===== src/design/cscan_pkg.sv =====
// shared constants and types for the c-scan request scheduler
package cscan_pkg;

   localparam int MAX_REQUESTS   = 32;
   localparam int CYLINDER_BITS  = 16;
   localparam int MOVE_BITS      = CYLINDER_BITS + 2;
   localparam int REQ_ADDR_BITS  = (MAX_REQUESTS > 1) ? $clog2(MAX_REQUESTS) : 1;
   localparam int COUNT_BITS     = $clog2(MAX_REQUESTS + 1);
   localparam int REQ_TDATA_BITS = ((CYLINDER_BITS + 7) / 8) * 8;
   localparam int RSP_TDATA_BITS = ((CYLINDER_BITS + MOVE_BITS + 7) / 8) * 8;
   localparam int CSR_ADDR_BITS  = 2;
   localparam int CSR_DATA_BITS  = CYLINDER_BITS + 1;

   // register indexes on the csr port
   localparam logic [CSR_ADDR_BITS-1:0] CSR_START_HEAD   = 2'd0;
   localparam logic [CSR_ADDR_BITS-1:0] CSR_DISK_SIZE    = 2'd1;
   localparam logic [CSR_ADDR_BITS-1:0] CSR_DIRECTION_UP = 2'd2;

   typedef logic [CYLINDER_BITS-1:0] cyl_type;
   typedef logic [MOVE_BITS-1:0]     move_type;
   typedef logic [COUNT_BITS-1:0]    count_type;
   typedef logic [REQ_ADDR_BITS-1:0] addr_type;

endpackage


===== src/design/cscan_ram.sv =====
// generic single write, single read ram with registered read data
module cscan_ram #(
   parameter int WIDTH = 16,
   parameter int DEPTH = 32,
   localparam int ADDR_BITS = (DEPTH > 1) ? $clog2(DEPTH) : 1
) (
   input  logic                 clock,
   input  logic                 wr_en,
   input  logic [ADDR_BITS-1:0] wr_addr,
   input  logic [WIDTH-1:0]     wr_data,
   input  logic [ADDR_BITS-1:0] rd_addr,
   output logic [WIDTH-1:0]     rd_data
);

   logic [WIDTH-1:0] mem_ff [DEPTH];
   logic [WIDTH-1:0] rd_data_ff;

   always_ff @(posedge clock) begin
      if (wr_en) begin
         mem_ff[wr_addr] <= wr_data;
      end
      rd_data_ff <= mem_ff[rd_addr];
   end

   assign rd_data = rd_data_ff;

endmodule


===== src/design/cscan_disk_request_scheduler_unit.sv =====
// c-scan disk request scheduler: batch load, in-place sort, split search and service walk
//
// usage
//   req channel: one cylinder request per transfer in req_tdata, one per cycle while
//   req_tready is high; the transfer with req_tlast set closes the batch and starts work.
//   requests beyond the outer edge are clamped, and past the batch capacity they are
//   dropped (a tlast still starts scheduling).
//   rsp channel: the c-scan visit order, one cylinder per transfer with the running head
//   movement; rsp_tuser flags a disk edge, rsp_tlast marks the final visit of the batch.
//   csr channel: always ready; write start head, disk size and sweep direction while idle.
// sequence
//   each accepted request is written to the ram. after tlast the batch is sorted by
//   insertion on the request ram (one read port, one write port), one request at a time.
//   the split search then reads and compares the sorted entries in turn, the walk is set
//   up, and each visit passes a select, a difference and an accumulate step on the shared
//   abs-difference / accumulate path; one more select step leaves the first run.
//   req_tready stays low from the tlast transfer until the final visit is registered.
// reset: synchronous; clears the batch, the output register and the registers to
//   start head 0, disk size 2^16, upward sweep. ram contents are not cleared.
// stall: a visit waits in its accumulate step while rsp_tvalid is high and rsp_tready
//   low; the output register holds its transfer until taken.
module cscan_disk_request_scheduler_unit (
   input  logic                                   clock,
   input  logic                                   reset,
   // cylinder request stream
   input  logic                                   req_tvalid,
   output logic                                   req_tready,
   input  logic [cscan_pkg::REQ_TDATA_BITS-1:0]   req_tdata,   // cylinder
   input  logic                                   req_tlast,   // last request of the batch
   // service order stream
   output logic                                   rsp_tvalid,
   input  logic                                   rsp_tready,
   output logic [cscan_pkg::RSP_TDATA_BITS-1:0]   rsp_tdata,   // position, running_movement
   output logic                                   rsp_tuser,   // is_boundary
   output logic                                   rsp_tlast,   // end of sequence
   // register writes
   input  logic                                   csr_valid,
   output logic                                   csr_ready,
   input  logic [cscan_pkg::CSR_ADDR_BITS-1:0]    csr_addr,
   input  logic [cscan_pkg::CSR_DATA_BITS-1:0]    csr_wdata
);
   import cscan_pkg::*;

   typedef enum logic [3:0] {
      ST_LOAD, ST_SORT_RD, ST_SORT_V, ST_SCAN_RD, ST_SCAN_CMP, ST_SPLIT_RD,
      ST_SPLIT_CMP, ST_EMIT_INIT, ST_SEL, ST_DIFF, ST_ACC
   } state_type;

   // visit segments in service order
   typedef enum logic [1:0] {
      SEG_FIRST, SEG_EDGE_A, SEG_EDGE_B, SEG_SECOND
   } seg_type;

   // configuration
   cyl_type                start_head_ff;
   logic [CSR_DATA_BITS-1:0] disk_size_ff;
   logic                   dir_up_ff;

   // sequencer
   state_type  state_ff;
   seg_type    seg_ff;
   count_type  count_ff;
   count_type  i_ff;
   count_type  j_ff;
   count_type  split_ff;
   count_type  cur_ff;
   cyl_type    v_ff;
   logic       last_ff;
   logic       from_ram_ff;
   cyl_type    const_ff;

   // movement path
   cyl_type    pos_ff;
   cyl_type    diff_ff;
   cyl_type    head_ff;
   move_type   sum_ff;

   // output register
   logic       rsp_valid_ff;
   cyl_type    rsp_pos_ff;
   logic       rsp_bnd_ff;
   move_type   rsp_move_ff;
   logic       rsp_last_ff;

   // ram ports
   logic       wr_en;
   addr_type   wr_addr;
   cyl_type    wr_data;
   addr_type   rd_addr;
   cyl_type    rd_data;

   logic [CSR_DATA_BITS-1:0] ds_m1;
   cyl_type    edge_cyl;
   cyl_type    req_cyl;
   cyl_type    clamp_cyl;
   logic       accept_req;
   logic       batch_full;
   count_type  load_count;
   count_type  i_next;
   count_type  j_m1;
   logic       cmp_gt;
   count_type  seg1_lo, seg1_hi, seg4_lo, seg4_hi;
   count_type  cur_lo, cur_hi, cur_end, cur_next, cur_m1;
   cyl_type    pos_sel;
   cyl_type    abs_diff;
   logic [MOVE_BITS:0] sum_wide;
   move_type   sum_sat;
   logic       out_free;

   // outer edge: size zero acts as one cylinder, oversize clamps to the full range
   assign ds_m1    = disk_size_ff - 1'b1;
   assign edge_cyl = (disk_size_ff == '0)          ? '0 :
                     disk_size_ff[CYLINDER_BITS]   ? '1 : ds_m1[CYLINDER_BITS-1:0];

   assign req_cyl    = req_tdata[CYLINDER_BITS-1:0];
   assign clamp_cyl  = (req_cyl > edge_cyl) ? edge_cyl : req_cyl;
   assign req_tready = (state_ff == ST_LOAD);
   assign accept_req = req_tvalid && req_tready;
   assign batch_full = (count_ff >= COUNT_BITS'(MAX_REQUESTS));
   assign load_count = batch_full ? count_ff : count_ff + 1'b1;

   assign i_next = i_ff + 1'b1;
   assign j_m1   = j_ff - 1'b1;

   // shared comparator: sort compares against the held key, split against the head
   assign cmp_gt = rd_data > ((state_ff == ST_SPLIT_CMP) ? start_head_ff : v_ff);

   // list segment bounds: upward walks [split,n) then [0,split), downward the mirror
   assign seg1_lo = dir_up_ff ? split_ff : '0;
   assign seg1_hi = dir_up_ff ? count_ff : split_ff;
   assign seg4_lo = dir_up_ff ? '0       : split_ff;
   assign seg4_hi = dir_up_ff ? split_ff : count_ff;
   assign cur_lo  = (seg_ff == SEG_FIRST) ? seg1_lo : seg4_lo;
   assign cur_hi  = (seg_ff == SEG_FIRST) ? seg1_hi : seg4_hi;
   assign cur_end = dir_up_ff ? cur_hi : cur_lo;
   assign cur_m1  = cur_ff - 1'b1;
   assign cur_next = dir_up_ff ? cur_ff + 1'b1 : cur_m1;

   // shared distance and saturating accumulate
   assign pos_sel  = from_ram_ff ? rd_data : const_ff;
   assign abs_diff = (pos_sel >= head_ff) ? pos_sel - head_ff : head_ff - pos_sel;
   assign sum_wide = {1'b0, sum_ff} + (MOVE_BITS + 1)'(diff_ff);
   assign sum_sat  = sum_wide[MOVE_BITS] ? '1 : sum_wide[MOVE_BITS-1:0];
   assign out_free = !rsp_valid_ff || rsp_tready;

   // ram port steering
   always_comb begin
      wr_en   = 1'b0;
      wr_addr = '0;
      wr_data = clamp_cyl;
      rd_addr = '0;
      case (state_ff)
         ST_LOAD: begin
            wr_en   = accept_req && !batch_full;
            wr_addr = count_ff[REQ_ADDR_BITS-1:0];
         end
         ST_SORT_RD: begin
            rd_addr = i_ff[REQ_ADDR_BITS-1:0];
         end
         ST_SCAN_RD: begin
            wr_en   = (j_ff == '0);
            wr_data = v_ff;
            rd_addr = j_m1[REQ_ADDR_BITS-1:0];
         end
         ST_SCAN_CMP: begin
            wr_en   = 1'b1;
            wr_addr = j_ff[REQ_ADDR_BITS-1:0];
            wr_data = cmp_gt ? rd_data : v_ff;
         end
         ST_SPLIT_RD: begin
            rd_addr = i_ff[REQ_ADDR_BITS-1:0];
         end
         ST_SEL: begin
            rd_addr = dir_up_ff ? cur_ff[REQ_ADDR_BITS-1:0] : cur_m1[REQ_ADDR_BITS-1:0];
         end
         default: begin
         end
      endcase
   end

   cscan_ram #(
      .WIDTH (CYLINDER_BITS),
      .DEPTH (MAX_REQUESTS)
   ) u_store (
      .clock   (clock),
      .wr_en   (wr_en),
      .wr_addr (wr_addr),
      .wr_data (wr_data),
      .rd_addr (rd_addr),
      .rd_data (rd_data)
   );

   always_ff @(posedge clock) begin
      if (reset) begin
         start_head_ff <= '0;
         disk_size_ff  <= CSR_DATA_BITS'(1) << CYLINDER_BITS;
         dir_up_ff     <= 1'b1;
         state_ff      <= ST_LOAD;
         seg_ff        <= SEG_FIRST;
         count_ff      <= '0;
         i_ff          <= '0;
         j_ff          <= '0;
         split_ff      <= '0;
         cur_ff        <= '0;
         last_ff       <= 1'b0;
         from_ram_ff   <= 1'b0;
         rsp_valid_ff  <= 1'b0;
      end else begin
         // register writes, to be issued by the user only while idle; the block does not enforce it
         if (csr_valid) begin
            case (csr_addr)
               CSR_START_HEAD:   start_head_ff <= csr_wdata[CYLINDER_BITS-1:0];
               CSR_DISK_SIZE:    disk_size_ff  <= csr_wdata;
               CSR_DIRECTION_UP: dir_up_ff     <= csr_wdata[0];
               default: begin
               end
            endcase
         end

         // a new visit refills the output register, otherwise a taken transfer empties it
         if ((state_ff == ST_ACC) && out_free) begin
            rsp_valid_ff <= 1'b1;
         end else if (rsp_valid_ff && rsp_tready) begin
            rsp_valid_ff <= 1'b0;
         end

         case (state_ff)
            ST_LOAD: begin
               if (accept_req) begin
                  count_ff <= load_count;
                  if (req_tlast) begin
                     if (load_count > COUNT_BITS'(1)) begin
                        i_ff     <= COUNT_BITS'(1);
                        state_ff <= ST_SORT_RD;
                     end else begin
                        i_ff     <= '0;
                        state_ff <= ST_SPLIT_RD;
                     end
                  end
               end
            end
            ST_SORT_RD: begin
               state_ff <= ST_SORT_V;
            end
            ST_SORT_V: begin
               v_ff     <= rd_data;
               j_ff     <= i_ff;
               state_ff <= ST_SCAN_RD;
            end
            ST_SCAN_RD: begin
               // key at slot zero is already written by the ram steering
               if (j_ff == '0) begin
                  if (i_next == count_ff) begin
                     i_ff     <= '0;
                     state_ff <= ST_SPLIT_RD;
                  end else begin
                     i_ff     <= i_next;
                     state_ff <= ST_SORT_RD;
                  end
               end else begin
                  state_ff <= ST_SCAN_CMP;
               end
            end
            ST_SCAN_CMP: begin
               if (cmp_gt) begin
                  j_ff     <= j_m1;
                  state_ff <= ST_SCAN_RD;
               end else if (i_next == count_ff) begin
                  i_ff     <= '0;
                  state_ff <= ST_SPLIT_RD;
               end else begin
                  i_ff     <= i_next;
                  state_ff <= ST_SORT_RD;
               end
            end
            ST_SPLIT_RD: begin
               state_ff <= ST_SPLIT_CMP;
            end
            ST_SPLIT_CMP: begin
               // no request above the head leaves the split at the batch count
               if (cmp_gt) begin
                  split_ff <= i_ff;
                  state_ff <= ST_EMIT_INIT;
               end else if (i_next == count_ff) begin
                  split_ff <= count_ff;
                  state_ff <= ST_EMIT_INIT;
               end else begin
                  i_ff     <= i_next;
                  state_ff <= ST_SPLIT_RD;
               end
            end
            ST_EMIT_INIT: begin
               seg_ff   <= SEG_FIRST;
               cur_ff   <= dir_up_ff ? seg1_lo : seg1_hi;
               head_ff  <= start_head_ff;
               sum_ff   <= '0;
               state_ff <= ST_SEL;
            end
            ST_SEL: begin
               case (seg_ff)
                  SEG_FIRST, SEG_SECOND: begin
                     if (cur_ff == cur_end) begin
                        if (seg_ff == SEG_FIRST) begin
                           seg_ff <= SEG_EDGE_A;
                        end else begin
                           count_ff <= '0;
                           state_ff <= ST_LOAD;
                        end
                     end else begin
                        from_ram_ff <= 1'b1;
                        cur_ff      <= cur_next;
                        last_ff     <= (seg_ff == SEG_SECOND) && (cur_next == cur_end);
                        state_ff    <= ST_DIFF;
                     end
                  end
                  SEG_EDGE_A: begin
                     from_ram_ff <= 1'b0;
                     const_ff    <= dir_up_ff ? edge_cyl : '0;
                     last_ff     <= 1'b0;
                     seg_ff      <= SEG_EDGE_B;
                     state_ff    <= ST_DIFF;
                  end
                  SEG_EDGE_B: begin
                     from_ram_ff <= 1'b0;
                     const_ff    <= dir_up_ff ? '0 : edge_cyl;
                     last_ff     <= (seg4_lo == seg4_hi);
                     seg_ff      <= SEG_SECOND;
                     cur_ff      <= dir_up_ff ? seg4_lo : seg4_hi;
                     state_ff    <= ST_DIFF;
                  end
                  default: begin
                     state_ff <= ST_LOAD;
                  end
               endcase
            end
            ST_DIFF: begin
               pos_ff   <= pos_sel;
               diff_ff  <= abs_diff;
               state_ff <= ST_ACC;
            end
            ST_ACC: begin
               // hold here while the previous transfer is still waiting
               if (out_free) begin
                  rsp_pos_ff   <= pos_ff;
                  rsp_bnd_ff   <= (pos_ff == '0) || (pos_ff == edge_cyl);
                  rsp_move_ff  <= sum_sat;
                  rsp_last_ff  <= last_ff;
                  sum_ff       <= sum_sat;
                  head_ff      <= pos_ff;
                  if (last_ff) begin
                     count_ff <= '0;
                     state_ff <= ST_LOAD;
                  end else begin
                     state_ff <= ST_SEL;
                  end
               end
            end
            default: begin
               state_ff <= ST_LOAD;
            end
         endcase
      end
   end

   assign csr_ready  = 1'b1;
   assign rsp_tvalid = rsp_valid_ff;
   assign rsp_tdata  = RSP_TDATA_BITS'({rsp_move_ff, rsp_pos_ff});
   assign rsp_tuser  = rsp_bnd_ff;
   assign rsp_tlast  = rsp_last_ff;

endmodule


===== config.mk =====
export PLATFORM = sky130hd
export DESIGN_NAME = cscan_disk_request_scheduler_unit
export DESIGN_NICKNAME = d
export VERILOG_FILES = /design/src/design/cscan_pkg.sv /design/src/design/cscan_ram.sv /design/src/design/cscan_disk_request_scheduler_unit.sv
export SDC_FILE = /design/constraint.sdc
export NUM_CORES = 1
export LEC_CHECK = 0
export BUFFER_PORTS_ARGS = -buffer_cell sky130_fd_sc_hd__buf_2
export CAP_MARGIN = 40
export CORE_MARGIN = 10
export CORE_UTILIZATION = 45
export CTS_CLUSTER_DIAMETER = 100
export DETAILED_ROUTE_END_ITERATION = 12
export HOLD_SLACK_MARGIN = 0.02
export SLEW_MARGIN = 20
export SYNTH_ARGS = -nofsm -noshare
export SYNTH_HDL_FRONTEND = slang
export SYNTH_SLANG_ARGS = --single-unit

===== constraint.sdc =====
create_clock -name clock -period 6.7 [get_ports clock]
set_input_delay 0.67 -clock clock [delete_from_list [all_inputs] [get_ports clock]]
set_output_delay 0.67 -clock clock [all_outputs]
set_load 0.05 [all_outputs]

==> results.py <==
metrics = {
    "clocking": {
        "worstSkewPairLatency_ns": 0.63,
        "worst_setup_hold_path_clk_slew_ns": 0.06,
        "cts_tree": "built",
        "cts_hold_buf": 0,
        "cts_max_path_buffers": 3,
        "clock_sinks": 735,
        "h-tree-depth": 3,
        "cts-root-buf": "clkbuf_16",
        "post_cts_buffers": 0,
        "cts-resized-gates": 0,
        "cts-buffers-inserted": 80,
    },
    "timing": {
        "finalHoldViolCount": 0,
        "setup-tns-final_ns": 0,
        "fin_crit_ns": 5.44,
        "final_max_slew_viol_count": 0,
        "maxSlewHeadroom_pct": 30.6,
        "finalSetupViolations": 0,
        "worstMarginPinSlew_ns": 1.04,
        "timing.fmax_mhz": 184,
        "rsz0062_at_grt": "no",
        "skew_ns": 0.0164,
        "post-route-period-util_pct": 81.2,
    },
    "die": {
        "fp-row-count": 102,
        "die_x_um": 299,
        "die_area_um2": 89600,
        "start_util_pct": 45.3,
        "die_h_um": 299,
        "core_region_area_um2": 77500,
        "pin_count": 86,
    },
    "detailed_routing": {
        "wirelength_met1_um": 44000,
        "wl_um": 98600,
        "drt_drc_violations_left": 0,
        "drt-pass1-iter-count": 5,
        "wl_per_cell_um": 25.2,
        "ant_nets": 0,
        "via_per_inst": 5.77,
        "vias": 22600,
        "met3_wirelength_um": 5250,
        "met2WireLength_um": 46400,
        "drtIter0Drc": 1863,
        "top_layer": "met4",
    },
    "final_layout": {
        "n_fill_cell": 6622,
        "multiInputGateArea_um2": 13100,
        "layout-drive-gt1-share_pct": 12.5,
        "area_growth_pct": 13.3,
        "nets": 2947,
        "seqCellArea_um2": 21200,
    },
    "setup_path": {
        "crit_path_max_incr_delay_ns": 0.62,
        "endpoint_kind": "register",
        "critical-path-top-delay-family": "simple AND/OR/NAND/NOR gates",
        "crit_arrival_ns": 5.91,
        "crit_path_max_fanout": 18,
        "path_cells": "inv_1, ha_1, nor2b_1, nand4_1, or4_1, a211oi_1, ha_1, nand4_1, or2_2, or4_1, nor2b_1, a22oi_2, buf_4, mux2i_1, o21ai_2, buf_6",
        "setup.worst_path.start_class": "register",
        "cpMaxStageDelayCell": "a211oi_1",
        "cp_num_buf_inv": 3,
        "worstPathRequired_ns": 7.17,
        "critical_path_class": "register to register",
    },
    "pwr": {
        "power_density_nw_per_um2": 335,
        "peakVddDrop_mv": 0.215,
        "p_leak_nw": 14.8,
        "total_power_mw": 13.3,
    },
    "global_routing": {
        "grtUsageTotal_pct": 21.6,
        "grt_pass1_wl_um": 146000,
        "antenna_found_initial": 0,
        "grt_pass1_vias": 22100,
        "grt_overflow_total": 0,
        "grt_max_degree": 125,
    },
    "synthesis": {
        "ys.flop_type": "edfxtp_1",
        "yosys.area.top_type": "edfxtp_1",
        "synth_seq_area_share_pct": 60.3,
        "yosys_warnings": 0,
        "ys_seq_elements": 735,
        "synth-edff-count": 646,
        "syn_inst": 2693,
        "synth_area_leaders": "edfxtp_1 (55%), mux2i_1 (15%), dfxtp_1 (5.1%)",
        "synth.avg_cell_area_um2": 13.0,
        "ys_async_sr_fraction_pct": 0,
        "synthesis.area_um2": 35100,
        "ys_top_cells_by_count": "edfxtp_1 (646), mux2i_1 (533), nand2_1 (216)",
        "synth.most_common_cell": "edfxtp_1",
        "yosys.area.top_type_share_pct": 55.2,
        "synth.distinct_cells": 88,
    },
    "min_path": {
        "hold_path_class": "input pin to register",
    },
    "status": {
        "status": "finished clean",
    },
    "run": {
        "maxCapViolations": 0,
    },
    "place": {
        "gp_congestion": 0.893,
        "numPortBuffers": 78,
        "place_hpwl_um": 64200,
    },
}
[where the power goes]
part	total, mW	leakage [nW]	internal, mW	switching [mW]
logic	3.08	6.95	1.20	1.88
clock network	4.40	1.28	2.59	1.81
registers	5.85	6.57	5.58	0.271
[through the flow]
| stage | cells | instance area [um2] | util (%) | hold slack [ns] | setup WS, ns |
|---|---|---|---|---|---|
| final | 3915 | 39800 | 51.4 | 0.307 | 1.26 |
| after global routing | 3913 | 39800 | 51.4 | 0.282 | 0.898 |
| after CTS | 3909 | 39700 | 51.3 | 0.274 | 1.37 |
| after detailed placement | 3763 | 37100 | 47.9 | 0.475 | 1.42 |
| after global placement | 3742 | 36800 | 47.5 | 0.471 | 1.13 |
| after floorplan | 2698 | 35100 | - | 0.432 | 0.875 |
[final cells by class]
type                            instances  share of cell area (%)
Sequential cell                       735                    53.2
Multi-Input combinational cell       1727                    32.8
Clock buffer                           99                    5.29
Tap cell                             1040                    3.27
Timing Repair Buffer                  169                    3.19
Clock inverter                         47                    1.30
Inverter                               96                   0.905
Antenna cell                            2                  0.0126
[worst paths after layout]
check | startpoint | end | slack, ns | depth (start not counted)
hold / removal | csr_wdata[4] | start_head_ff[4]$_SDFFE_PP0P_ | 0.31 | 3
setup reg to reg | disk_size_ff[0]$_SDFFE_PP0P_ | u_store.mem_ff[21][2]$_DFFE_PP_ | 1.26 | 16
hold reg to reg | disk_size_ff[15]$_SDFFE_PP0P_ | disk_size_ff[15]$_SDFFE_PP0P_ | 0.49 | 2
setup / recovery | disk_size_ff[0]$_SDFFE_PP0P_ | u_store.mem_ff[21][2]$_DFFE_PP_ | 1.26 | 16
[placed cells by master (no fill, tap or decap), types with 9 or more instances in the layout]
master,netlist,final
edfxtp_1,646,646
mux2i_1,533,533
nand2_1,216,216
nor2_1,142,140
a21oi_1,134,133
inv_1,95,95
ha_1,94,94
dfxtp_1,89,89
clkbuf_16,0,81
buf_2,25,78
buf_4,31,69
o21ai_0,68,52
xnor2_1,42,42
nand3_1,34,34
nor3_1,33,29
a21o_1,29,29
nor2b_1,24,24
xor2_1,23,23
o21a_1,22,22
a211oi_1,21,21
a22oi_1,21,21
mux2_2,20,20
o22ai_1,20,20
and3_1,18,17
a31oi_1,17,17
o21ai_2,0,17
clkinv_2,0,17
clkbuf_1,69,17
nand4_1,16,16
nand2b_1,16,16
clkinv_1,1,15
or3_1,15,14
o31ai_1,12,12
nor4_1,11,11
or2_2,10,10
buf_6,2,10
a211o_1,9,9
bufinv_16,0,9
[sequential cells by signal, summed over array words and instances, names as in the netlist, 2 cells and up]
name / count
u_store.mem_ff: 512
rsp_move_ff: 18
sum_ff: 18
disk_size_ff: 17
const_ff: 16
diff_ff: 16
head_ff: 16
pos_ff: 16
rsp_pos_ff: 16
start_head_ff: 16
u_store.rd_data: 16
v_ff: 16
count_ff: 6
cur_ff: 6
i_ff: 6
j_ff: 6
split_ff: 6
state_ff: 4
seg_ff: 2
[cells by family after synthesis]
kind of cell	count (synthesis)	synth area share, %
DFF	735	60.3
and+or+nand+nor	575	7.74
muxes	553	15.8
AOI/OAI and AO/OA	429	7.92
buffers and inverters	236	3.00
adders and majority gates	97	3.52
xor gates and xnor gates	66	1.68
other	2	0.0214
[worst reg2reg max path: cells and delay by family (launching register included)]
kind | cells | cell delay [ns]
flip-flops | 1 | 0.39
AO/OA/AOI/OAI | 3 | 1.34
adder cells (fa/ha/maj) | 2 | 0.49
multiplexers | 1 | 0.15
AND/OR/NAND/NOR | 7 | 2.26
buffers and inverters | 3 | 0.69
[layer usage]
metal  vias up  global-route usage (%)
li1      10300                       -
met1     11400                    29.6
met2       736                    34.9
met3       159                    3.34
met4         0                    6.55
met5         -                       0
Power figures use the tool's default switching activity.
